File: src/hdl/srpg_pkg.sv
// Shared types, constants and SHA-256 tables of the pool random generator.
package srpg_pkg;

   localparam int HALF_BYTES = 16;
   localparam int LEN_W = 61;

   typedef struct packed {
      logic        mode;
      logic [7:0]  seed_byte;
      logic        seed_last;
      logic [63:0] timestamp;
      logic [4:0]  byte_count;
   } item_type;

   typedef struct packed {
      logic busy;
      logic done;
   } core_stat_type;

   typedef enum logic [8:0] {
      ST_IDLE = 9'b000000001,
      ST_POOL = 9'b000000010,
      ST_SEED = 9'b000000100,
      ST_CTR  = 9'b000001000,
      ST_TS   = 9'b000010000,
      ST_PAD  = 9'b000100000,
      ST_LEN  = 9'b001000000,
      ST_FIN  = 9'b010000000,
      ST_OUT  = 9'b100000000
   } state_type;

   localparam logic MODE_SEED = 1'b0;
   localparam logic MODE_GEN = 1'b1;

   localparam logic [255:0] HASH_IV = {
      32'h6a09e667, 32'hbb67ae85, 32'h3c6ef372, 32'ha54ff53a,
      32'h510e527f, 32'h9b05688c, 32'h1f83d9ab, 32'h5be0cd19};

   localparam logic [31:0] ROUND_K [64] = '{
      32'h428a2f98, 32'h71374491, 32'hb5c0fbcf, 32'he9b5dba5,
      32'h3956c25b, 32'h59f111f1, 32'h923f82a4, 32'hab1c5ed5,
      32'hd807aa98, 32'h12835b01, 32'h243185be, 32'h550c7dc3,
      32'h72be5d74, 32'h80deb1fe, 32'h9bdc06a7, 32'hc19bf174,
      32'he49b69c1, 32'hefbe4786, 32'h0fc19dc6, 32'h240ca1cc,
      32'h2de92c6f, 32'h4a7484aa, 32'h5cb0a9dc, 32'h76f988da,
      32'h983e5152, 32'ha831c66d, 32'hb00327c8, 32'hbf597fc7,
      32'hc6e00bf3, 32'hd5a79147, 32'h06ca6351, 32'h14292967,
      32'h27b70a85, 32'h2e1b2138, 32'h4d2c6dfc, 32'h53380d13,
      32'h650a7354, 32'h766a0abb, 32'h81c2c92e, 32'h92722c85,
      32'ha2bfe8a1, 32'ha81a664b, 32'hc24b8b70, 32'hc76c51a3,
      32'hd192e819, 32'hd6990624, 32'hf40e3585, 32'h106aa070,
      32'h19a4c116, 32'h1e376c08, 32'h2748774c, 32'h34b0bcb5,
      32'h391c0cb3, 32'h4ed8aa4a, 32'h5b9cca4f, 32'h682e6ff3,
      32'h748f82ee, 32'h78a5636f, 32'h84c87814, 32'h8cc70208,
      32'h90befffa, 32'ha4506ceb, 32'hbef9a3f7, 32'hc67178f2};

endpackage

File: src/hdl/srpg_front.sv
// Front end: accepts items, drops empty generate requests, saturates counts and queues items.
module srpg_front (
   input  logic               clock,
   input  logic               reset,
   input  logic               req_valid,
   output logic               req_ready,
   input  logic               req_mode,
   input  logic [7:0]         req_seed_byte,
   input  logic               req_seed_last,
   input  logic [63:0]        req_timestamp,
   input  logic [4:0]         req_byte_count,
   output logic               q_valid,
   output srpg_pkg::item_type q_item,
   input  logic               q_pop
);

   srpg_pkg::item_type mem_ff [2];
   logic       wr_ptr_ff, wr_ptr_in;
   logic       rd_ptr_ff, rd_ptr_in;
   logic [1:0] cnt_ff, cnt_in;
   logic       push;
   logic       drop;
   srpg_pkg::item_type item;

   assign req_ready = (cnt_ff != 2'd2);
   assign drop = (req_mode == srpg_pkg::MODE_GEN) && (req_byte_count == 5'd0);
   assign push = req_valid && req_ready && !drop;
   assign q_valid = (cnt_ff != 2'd0);
   assign q_item = mem_ff[rd_ptr_ff];

   always_comb begin
      item.mode = req_mode;
      item.seed_byte = req_seed_byte;
      item.seed_last = req_seed_last;
      item.timestamp = req_timestamp;
      item.byte_count = (req_byte_count > 5'(srpg_pkg::HALF_BYTES)) ?
                        5'(srpg_pkg::HALF_BYTES) : req_byte_count;
      wr_ptr_in = push ? !wr_ptr_ff : wr_ptr_ff;
      rd_ptr_in = q_pop ? !rd_ptr_ff : rd_ptr_ff;
      cnt_in = cnt_ff + 2'(push) - 2'(q_pop);
   end

   always_ff @(posedge clock) begin
      if (reset) begin
         wr_ptr_ff <= 1'b0;
         rd_ptr_ff <= 1'b0;
         cnt_ff <= 2'd0;
      end else begin
         wr_ptr_ff <= wr_ptr_in;
         rd_ptr_ff <= rd_ptr_in;
         cnt_ff <= cnt_in;
      end
   end

   always_ff @(posedge clock) begin
      if (push) begin
         mem_ff[wr_ptr_ff] <= item;
      end
   end

endmodule

File: src/hdl/srpg_core.sv
// Iterative SHA-256 compression unit, one round per cycle.
module srpg_core (
   input  logic                    clock,
   input  logic                    reset,
   input  logic                    start,
   input  logic [511:0]            block,
   input  logic [255:0]            hash,
   output srpg_pkg::core_stat_type stat,
   output logic [255:0]            hash_out
);

   logic [31:0] v_ff [8];
   logic [31:0] v_in [8];
   logic [31:0] w_ff [16];
   logic [31:0] w_in [16];
   logic [5:0]  rnd_ff, rnd_in;
   logic        busy_ff, busy_in;
   logic        done_ff, done_in;
   logic [31:0] t1, t2, s0, s1, wn;

   function automatic logic [31:0] rotr(input logic [31:0] x, input int n);
      rotr = (x >> n) | (x << (32 - n));
   endfunction

   always_comb begin
      s0 = rotr(w_ff[1], 7) ^ rotr(w_ff[1], 18) ^ (w_ff[1] >> 3);
      s1 = rotr(w_ff[14], 17) ^ rotr(w_ff[14], 19) ^ (w_ff[14] >> 10);
      wn = w_ff[0] + s0 + w_ff[9] + s1;
      t1 = v_ff[7] + (rotr(v_ff[4], 6) ^ rotr(v_ff[4], 11) ^ rotr(v_ff[4], 25)) +
           ((v_ff[4] & v_ff[5]) ^ (~v_ff[4] & v_ff[6])) + srpg_pkg::ROUND_K[rnd_ff] + w_ff[0];
      t2 = (rotr(v_ff[0], 2) ^ rotr(v_ff[0], 13) ^ rotr(v_ff[0], 22)) +
           ((v_ff[0] & v_ff[1]) ^ (v_ff[0] & v_ff[2]) ^ (v_ff[1] & v_ff[2]));
      v_in = v_ff;
      w_in = w_ff;
      rnd_in = rnd_ff;
      busy_in = busy_ff;
      done_in = 1'b0;
      if (start) begin
         for (int i = 0; i < 8; i++) begin
            v_in[i] = hash[255 - 32 * i -: 32];
         end
         for (int i = 0; i < 16; i++) begin
            w_in[i] = block[511 - 32 * i -: 32];
         end
         rnd_in = 6'd0;
         busy_in = 1'b1;
      end else if (busy_ff) begin
         v_in[7] = v_ff[6];
         v_in[6] = v_ff[5];
         v_in[5] = v_ff[4];
         v_in[4] = v_ff[3] + t1;
         v_in[3] = v_ff[2];
         v_in[2] = v_ff[1];
         v_in[1] = v_ff[0];
         v_in[0] = t1 + t2;
         for (int i = 0; i < 15; i++) begin
            w_in[i] = w_ff[i + 1];
         end
         w_in[15] = wn;
         rnd_in = rnd_ff + 6'd1;
         if (rnd_ff == 6'd63) begin
            busy_in = 1'b0;
            done_in = 1'b1;
         end
      end
      for (int i = 0; i < 8; i++) begin
         hash_out[255 - 32 * i -: 32] = hash[255 - 32 * i -: 32] + v_ff[i];
      end
      stat.busy = busy_ff;
      stat.done = done_ff;
   end

   always_ff @(posedge clock) begin
      if (reset) begin
         busy_ff <= 1'b0;
         done_ff <= 1'b0;
         rnd_ff <= 6'd0;
      end else begin
         busy_ff <= busy_in;
         done_ff <= done_in;
         rnd_ff <= rnd_in;
      end
   end

   always_ff @(posedge clock) begin
      v_ff <= v_in;
      w_ff <= w_in;
   end

endmodule

File: src/hdl/srpg_engine.sv
// Back end: builds each SHA-256 message byte by byte, keeps the pool and emits random bytes.
module srpg_engine (
   input  logic               clock,
   input  logic               reset,
   input  logic               q_valid,
   input  srpg_pkg::item_type q_item,
   output logic               q_pop,
   output logic               rsp_valid,
   input  logic               rsp_ready,
   output logic [7:0]         rsp_random_byte,
   output logic               rsp_last_byte
);

   srpg_pkg::state_type     state_ff, state_in;
   srpg_pkg::item_type      cur_ff, cur_in;
   srpg_pkg::core_stat_type stat;
   logic [255:0]            pool_ff, pool_in;
   logic [255:0]            hash_ff, hash_in;
   logic [255:0]            hash_out;
   logic [127:0]            dig_ff, dig_in;
   logic [511:0]            block_ff, block_in;
   logic [srpg_pkg::LEN_W-1:0] len_ff, len_in;
   logic [63:0]             bits_ff, bits_in;
   logic [31:0]             gen_ff, gen_in;
   logic [4:0]              idx_ff, idx_in;
   logic                    act_ff, act_in;
   logic                    pend_ff, pend_in;
   logic                    hold;
   logic                    absorb;
   logic [7:0]              abs_byte;
   logic [7:0]              pool_sel;
   logic [5:0]              len_sel;
   logic [6:0]              out_sel;

   srpg_core u_core (
      .clock    (clock),
      .reset    (reset),
      .start    (pend_ff),
      .block    (block_ff),
      .hash     (hash_ff),
      .stat     (stat),
      .hash_out (hash_out)
   );

   assign hold = pend_ff || stat.busy || stat.done;
   assign pool_sel = {5'(5'd31 - idx_ff), 3'b000};
   assign len_sel = {3'(3'd7 - idx_ff[2:0]), 3'b000};
   assign out_sel = {4'(4'd15 - idx_ff[3:0]), 3'b000};
   assign rsp_valid = (state_ff == srpg_pkg::ST_OUT);
   assign rsp_random_byte = dig_ff[out_sel +: 8];
   assign rsp_last_byte = (idx_ff == 5'(cur_ff.byte_count - 5'd1));

   always_comb begin
      state_in = state_ff;
      cur_in = cur_ff;
      pool_in = pool_ff;
      hash_in = stat.done ? hash_out : hash_ff;
      dig_in = dig_ff;
      bits_in = bits_ff;
      gen_in = gen_ff;
      idx_in = idx_ff;
      act_in = act_ff;
      q_pop = 1'b0;
      absorb = 1'b0;
      abs_byte = 8'h00;
      case (state_ff)
         srpg_pkg::ST_IDLE: begin
            if (q_valid && !hold) begin
               q_pop = 1'b1;
               cur_in = q_item;
               idx_in = 5'd0;
               if (q_item.mode == srpg_pkg::MODE_GEN || !act_ff) begin
                  hash_in = srpg_pkg::HASH_IV;
                  state_in = srpg_pkg::ST_POOL;
               end else begin
                  state_in = srpg_pkg::ST_SEED;
               end
               if (q_item.mode == srpg_pkg::MODE_GEN) begin
                  act_in = 1'b0;
                  gen_in = gen_ff + 32'd1;
               end else begin
                  act_in = 1'b1;
               end
            end
         end
         srpg_pkg::ST_POOL: begin
            abs_byte = pool_ff[pool_sel +: 8];
            if (!hold) begin
               absorb = 1'b1;
               idx_in = idx_ff + 5'd1;
               if (idx_ff == 5'd31) begin
                  idx_in = 5'd0;
                  state_in = (cur_ff.mode == srpg_pkg::MODE_GEN) ?
                             srpg_pkg::ST_CTR : srpg_pkg::ST_SEED;
               end
            end
         end
         srpg_pkg::ST_SEED: begin
            abs_byte = cur_ff.seed_byte;
            if (!hold) begin
               absorb = 1'b1;
               state_in = cur_ff.seed_last ? srpg_pkg::ST_PAD : srpg_pkg::ST_IDLE;
            end
         end
         srpg_pkg::ST_CTR: begin
            abs_byte = gen_ff[{idx_ff[1:0], 3'b000} +: 8];
            if (!hold) begin
               absorb = 1'b1;
               idx_in = idx_ff + 5'd1;
               if (idx_ff == 5'd3) begin
                  idx_in = 5'd0;
                  state_in = srpg_pkg::ST_TS;
               end
            end
         end
         srpg_pkg::ST_TS: begin
            abs_byte = cur_ff.timestamp[{idx_ff[2:0], 3'b000} +: 8];
            if (!hold) begin
               absorb = 1'b1;
               idx_in = idx_ff + 5'd1;
               if (idx_ff == 5'd7) begin
                  idx_in = 5'd0;
                  state_in = srpg_pkg::ST_PAD;
               end
            end
         end
         srpg_pkg::ST_PAD: begin
            abs_byte = (idx_ff == 5'd0) ? 8'h80 : 8'h00;
            if (!hold) begin
               absorb = 1'b1;
               idx_in = 5'd1;
               if (idx_ff == 5'd0) begin
                  bits_in = {len_ff, 3'b000};
               end
               if (len_in[5:0] == 6'd56) begin
                  idx_in = 5'd0;
                  state_in = srpg_pkg::ST_LEN;
               end
            end
         end
         srpg_pkg::ST_LEN: begin
            abs_byte = bits_ff[len_sel +: 8];
            if (!hold) begin
               absorb = 1'b1;
               idx_in = idx_ff + 5'd1;
               if (idx_ff == 5'd7) begin
                  idx_in = 5'd0;
                  state_in = srpg_pkg::ST_FIN;
               end
            end
         end
         srpg_pkg::ST_FIN: begin
            if (!hold) begin
               act_in = 1'b0;
               if (cur_ff.mode == srpg_pkg::MODE_SEED) begin
                  pool_in = hash_ff;
                  state_in = srpg_pkg::ST_IDLE;
               end else begin
                  pool_in[255:128] = hash_ff[255:128];
                  dig_in = hash_ff[127:0];
                  idx_in = 5'd0;
                  state_in = srpg_pkg::ST_OUT;
               end
            end
         end
         srpg_pkg::ST_OUT: begin
            if (rsp_ready) begin
               idx_in = idx_ff + 5'd1;
               if (rsp_last_byte) begin
                  idx_in = 5'd0;
                  state_in = srpg_pkg::ST_IDLE;
               end
            end
         end
         default: begin
            state_in = srpg_pkg::ST_IDLE;
         end
      endcase
   end

   always_comb begin
      block_in = block_ff;
      len_in = len_ff;
      pend_in = 1'b0;
      if (state_ff == srpg_pkg::ST_IDLE && q_pop && hash_in == srpg_pkg::HASH_IV &&
          (q_item.mode == srpg_pkg::MODE_GEN || !act_ff)) begin
         len_in = '0;
      end
      if (absorb) begin
         block_in = {block_ff[503:0], abs_byte};
         len_in = len_ff + srpg_pkg::LEN_W'(1);
         pend_in = (len_ff[5:0] == 6'd63);
      end
   end

   always_ff @(posedge clock) begin
      if (reset) begin
         state_ff <= srpg_pkg::ST_IDLE;
         pool_ff <= '0;
         hash_ff <= srpg_pkg::HASH_IV;
         len_ff <= '0;
         gen_ff <= 32'd0;
         idx_ff <= 5'd0;
         act_ff <= 1'b0;
         pend_ff <= 1'b0;
      end else begin
         state_ff <= state_in;
         pool_ff <= pool_in;
         hash_ff <= hash_in;
         len_ff <= len_in;
         gen_ff <= gen_in;
         idx_ff <= idx_in;
         act_ff <= act_in;
         pend_ff <= pend_in;
      end
   end

   always_ff @(posedge clock) begin
      cur_ff <= cur_in;
      dig_ff <= dig_in;
      bits_ff <= bits_in;
      block_ff <= block_in;
   end

endmodule

File: src/hdl/sha256_pool_random_generator_top.sv
// Top level of the SHA-256 pool random generator.
// A generate item is dequeued, its 64 message bytes absorbed, the core started and run, the
// hash folded in and the digest loaded by a finish step; its bytes then follow at one per
// cycle while rsp_ready is high. A seed item is dequeued and its byte absorbed, after the 32
// pool bytes if it opens a message; full blocks are compressed; last items add padding, length.
// Synchronous reset clears the pool, the counter, the queue and all control state.
module sha256_pool_random_generator_top (
   input  logic        clock,
   input  logic        reset,
   input  logic        req_valid,
   output logic        req_ready,
   input  logic        req_mode,
   input  logic [7:0]  req_seed_byte,
   input  logic        req_seed_last,
   input  logic [63:0] req_timestamp,
   input  logic [4:0]  req_byte_count,
   output logic        rsp_valid,
   input  logic        rsp_ready,
   output logic [7:0]  rsp_random_byte,
   output logic        rsp_last_byte
);

   logic               q_valid;
   logic               q_pop;
   srpg_pkg::item_type q_item;

   srpg_front u_front (
      .clock          (clock),
      .reset          (reset),
      .req_valid      (req_valid),
      .req_ready      (req_ready),
      .req_mode       (req_mode),
      .req_seed_byte  (req_seed_byte),
      .req_seed_last  (req_seed_last),
      .req_timestamp  (req_timestamp),
      .req_byte_count (req_byte_count),
      .q_valid        (q_valid),
      .q_item         (q_item),
      .q_pop          (q_pop)
   );

   srpg_engine u_engine (
      .clock           (clock),
      .reset           (reset),
      .q_valid         (q_valid),
      .q_item          (q_item),
      .q_pop           (q_pop),
      .rsp_valid       (rsp_valid),
      .rsp_ready       (rsp_ready),
      .rsp_random_byte (rsp_random_byte),
      .rsp_last_byte   (rsp_last_byte)
   );

endmodule

File: config.mk
export PLATFORM = sky130hd
export DESIGN_NAME = sha256_pool_random_generator_top
export DESIGN_NICKNAME = d
export VERILOG_FILES = /design/src/hdl/srpg_pkg.sv /design/src/hdl/srpg_front.sv /design/src/hdl/srpg_core.sv /design/src/hdl/srpg_engine.sv /design/src/hdl/sha256_pool_random_generator_top.sv
export SDC_FILE = /design/constraint.sdc
export NUM_CORES = 2
export LEC_CHECK = 0
export BUFFER_PORTS_ARGS = -buffer_cell sky130_fd_sc_hd__buf_2
export CORE_UTILIZATION = 27
export DETAILED_ROUTE_END_ITERATION = 16
export GPL_TIMING_DRIVEN = 1
export PLACE_DENSITY_LB_ADDON = 0.12
export SLEW_MARGIN = 20
export SYNTH_ARGS = -nofsm -noshare
export SYNTH_HDL_FRONTEND = slang
export SYNTH_SLANG_ARGS = --single-unit
File: constraint.sdc
create_clock -name clock -period 23.2 [get_ports clock]
set_input_delay 3.48 -clock clock [delete_from_list [all_inputs] [get_ports clock]]
set_output_delay 3.48 -clock clock [all_outputs]
set_load 0.005 [all_outputs]
==> metrics <==
reg2reg setup slack=13.88 ns; Final Hold Fails=0; async set-reset flop share out of synthesis=0; layout net count=10300; reg2reg end=u_engine.u_core.v_ff[255]; met3 Track Usage GR=0.0210; final core utilization=0.310; CP bufs+invs=5; CP most frequent cell=o21ai_0; Setup Skew=0.0751 ns; final non-filler cell total=15600; # hold bufs at CTS=0; Crit-path slowest cell=fa_1; DRC errors left=0; met1 Use GR=0.261; Worst Tran Pin Value=1.21 ns; post-CTS setup buffer count=0; setup TNS=0 ns; WL/cell=25.7 um; top-area cell type share of the netlist area=0.440; largest net degree at the start of global routing=146; global-route wire length before repair=571 mm; Die W=659 um; crit path DAT=9.99 ns; fmax=107 MHz; Layout Area Growth over Synthesis=14.0%; CTS max path bufs=4; WL final=401 mm; die area=434000 um^2; Leakage=45.9 nW; worst min path class=flip-flop to flip-flop; H-tree level count=5; crit path capture type=flip-flop; final instance area=133000 um^2; Post-synth top flop=edfxtp_1; Yosys cell types=91; minimum clock period=9.32 ns; gr usage total=0.181; most frequent cell after synthesis=edfxtp_1; final setup fails=0; layout cell share with drive strength beyond 1=0.168; VDD IR-drop max=0.0638 mV; CTS tree=yes; PwrDens=75.2 nW/um^2; post-synthesis register bit count=2340; GR peak layer=met2; worst hold margin=0.409 ns; # rows=240; worst rel slew slack=0.184; Max-Cap Viols=0; DP HPWL=287 mm; top cell type by total area after synthesis=edfxtp_1; number of synthesized flops with an enable pin=1706; GPL Wtd Cong=0.895; Synth Net Count=10300; worst hold path endpoint=u_engine.block_ff[377]; Worst Reg-to-Reg Cells=35; vias in the first global route=76200; ratio of routed vias to standard cells=4.87; Post-Synthesis Cell Area=116000 um^2; main area contributors after synthesis=edfxtp_1, dfxtp_1, mux2_2, ha_1, nand2_1; Worst Setup Path Type=flip-flop to flip-flop; Initial DRC Count=5732; Starting Density=0.272; Routed Antenna Nets=0; CTS resizes=0; Core Area=428000 um^2; yosys warns=0; clock root buffer=clkbuf_16; chip height=659 um; met2 Usage GRT=0.282; clock sinks=2340; Slew Limit Fails=0; clock slew at reported path FFs=0.06 ns; IO buf count=93; DP Area=123000 um^2; Vias=75900; outcome=finished, final reports clean; worst r2r src=u_engine.u_core.rnd_ff[1]; gr ovfl total=0; CTS Buf Count=295; Worst Path Required=23.87 ns; unrepaired setup endpoints after global routing=no; CP max stage delay=0.64 ns; critical path's top delay family=compound AO/OA/AOI/OAI gates; Syn Inst Count=9607; placed instance count=15100; initial antenna violation count=22; hold_sp=u_engine.block_ff[369]; Worst Hold Path Cells=0; Post-synth top cells=edfxtp_1, nand2_1, mux2_2, a21oi_1, dfxtp_1; I/O Pins=94; Skew-Pair Late Insertion Delay=0.94 ns; DRT Pass-1 Iters=6; CP max FO=22; Seq/Total Area, Yosys=0.549; Tcrit/Tclk final=0.402; Worst Setup Start Kind=flip-flop; mean post-synth cell area=12.1 um^2
cells by family after synthesis:
group / count (synthesis) / share of synthesized area
compound gates: 1871 / 0.0967
xor+xnor: 627 / 0.0472
simple gates: 2147 / 0.0807
buf+inv: 951 / 0.0308
mux: 1073 / 0.118
flops: 2340 / 0.549
fa+ha+maj: 598 / 0.0768
report_power, final:
| group | internal, W | leakage [nW] | switching, W | total, W |
|---|---|---|---|---|
| Sequential | 0.00482 | 20.8 | 0.000110 | 0.00493 |
| Clock | 0.00258 | 4.49 | 0.00188 | 0.00446 |
| Combinational | 0.000131 | 20.6 | 0.000448 | 0.000579 |
| Total | 0.00753 | 45.9 | 0.00244 | 0.00997 |
state kept, by name (all words and copies together) (netlist names), 6 cells and up, named ones only:
signal                  count
u_engine.block_ff         512
u_engine.u_core.w_ff      512
u_front.mem_ff            158
u_engine.gen_ff            32
u_engine.bits_ff           61
u_engine.u_core.v_ff      256
u_engine.len_ff            61
u_engine.pool_ff          256
u_engine.hash_ff          256
u_engine.dig_ff           128
u_engine.u_core.rnd_ff      6
u_engine.state_ff           9
u_engine.cur_ff            79
routing by layer:
layer / up-vias / wire, um / share of wire
li1: 35000 / - / -
met1: 38700 / 193000 / 0.48
met2: 1821 / 178000 / 0.44
met3: 466 / 16700 / 0.042
met4: 6 / 13300 / 0.033
met5: - / 35 / 0.000087
per-stage QoR:
stage | power, W | setup slack [ns]
detailed placement | 0.00562 | 13.91
global placement | 0.00562 | 13.87
global route | 0.0104 | 13.40
finish | 0.00997 | 13.88
CTS | 0.0102 | 13.91
floorplan | 0.00548 | 4.70
how the worst max path moves through the flow:
| stage | startpoint | endpoint | slack (ns) | cells after the start |
|---|---|---|---|---|
| CTS | u_engine.u_core.rnd_ff[0] | u_engine.u_core.v_ff[255] | 13.91 | 34 |
| finish | u_engine.u_core.rnd_ff[1] | u_engine.u_core.v_ff[255] | 13.88 | 35 |
| floorplan | u_engine.state_ff[5] | u_engine.len_ff[8] | 4.70 | 13 |
| global placement | u_engine.u_core.rnd_ff[0] | u_engine.u_core.v_ff[255] | 13.87 | 34 |
| global route | u_engine.u_core.rnd_ff[1] | u_engine.u_core.v_ff[255] | 13.40 | 35 |
| detailed placement | u_engine.u_core.rnd_ff[0] | u_engine.u_core.v_ff[255] | 13.91 | 34 |
placed cells by master (no fill, tap or decap), types with 51 or more instances in the layout:
cell       synthesis  layout
nor2b_1           68      67
xnor2_1          359     359
xor2_1           268     268
buf_4              0     110
o21bai_1          52      52
mux4_2           163     163
dfxtp_1          634     624
nand2_1         1064    1062
nor2_1           497     491
o21ai_0          499     499
mux2_2           795     795
mux2i_1          114     113
a31oi_1           51      51
inv_1            499     496
a211oi_1          65      65
ha_1             401     401
fa_1             195     195
nand3_1          123     122
clkbuf_1         405      82
nand2b_1          62      61
buf_2              2      92
clkbuf_16          0     302
edfxtp_1        1706    1706
and3_1            55      55
o21a_1            66      66
nor3_1            94      94
a21oi_1          686     685
a21o_1           186     186
final cells by class:
type | instances | area [um^2]
fill | 43400 | 296000
sequential | 2340 | 63900
multi-input combinational | 6316 | 49000
clock buffer | 404 | 8140
tap | 5687 | 7120
inverter | 502 | 1900
timing repair buffer | 212 | 1480
clock inverter | 128 | 1070
antenna | 13 | 32.5
No activity file was read; power rests on OpenSTA's default activity.
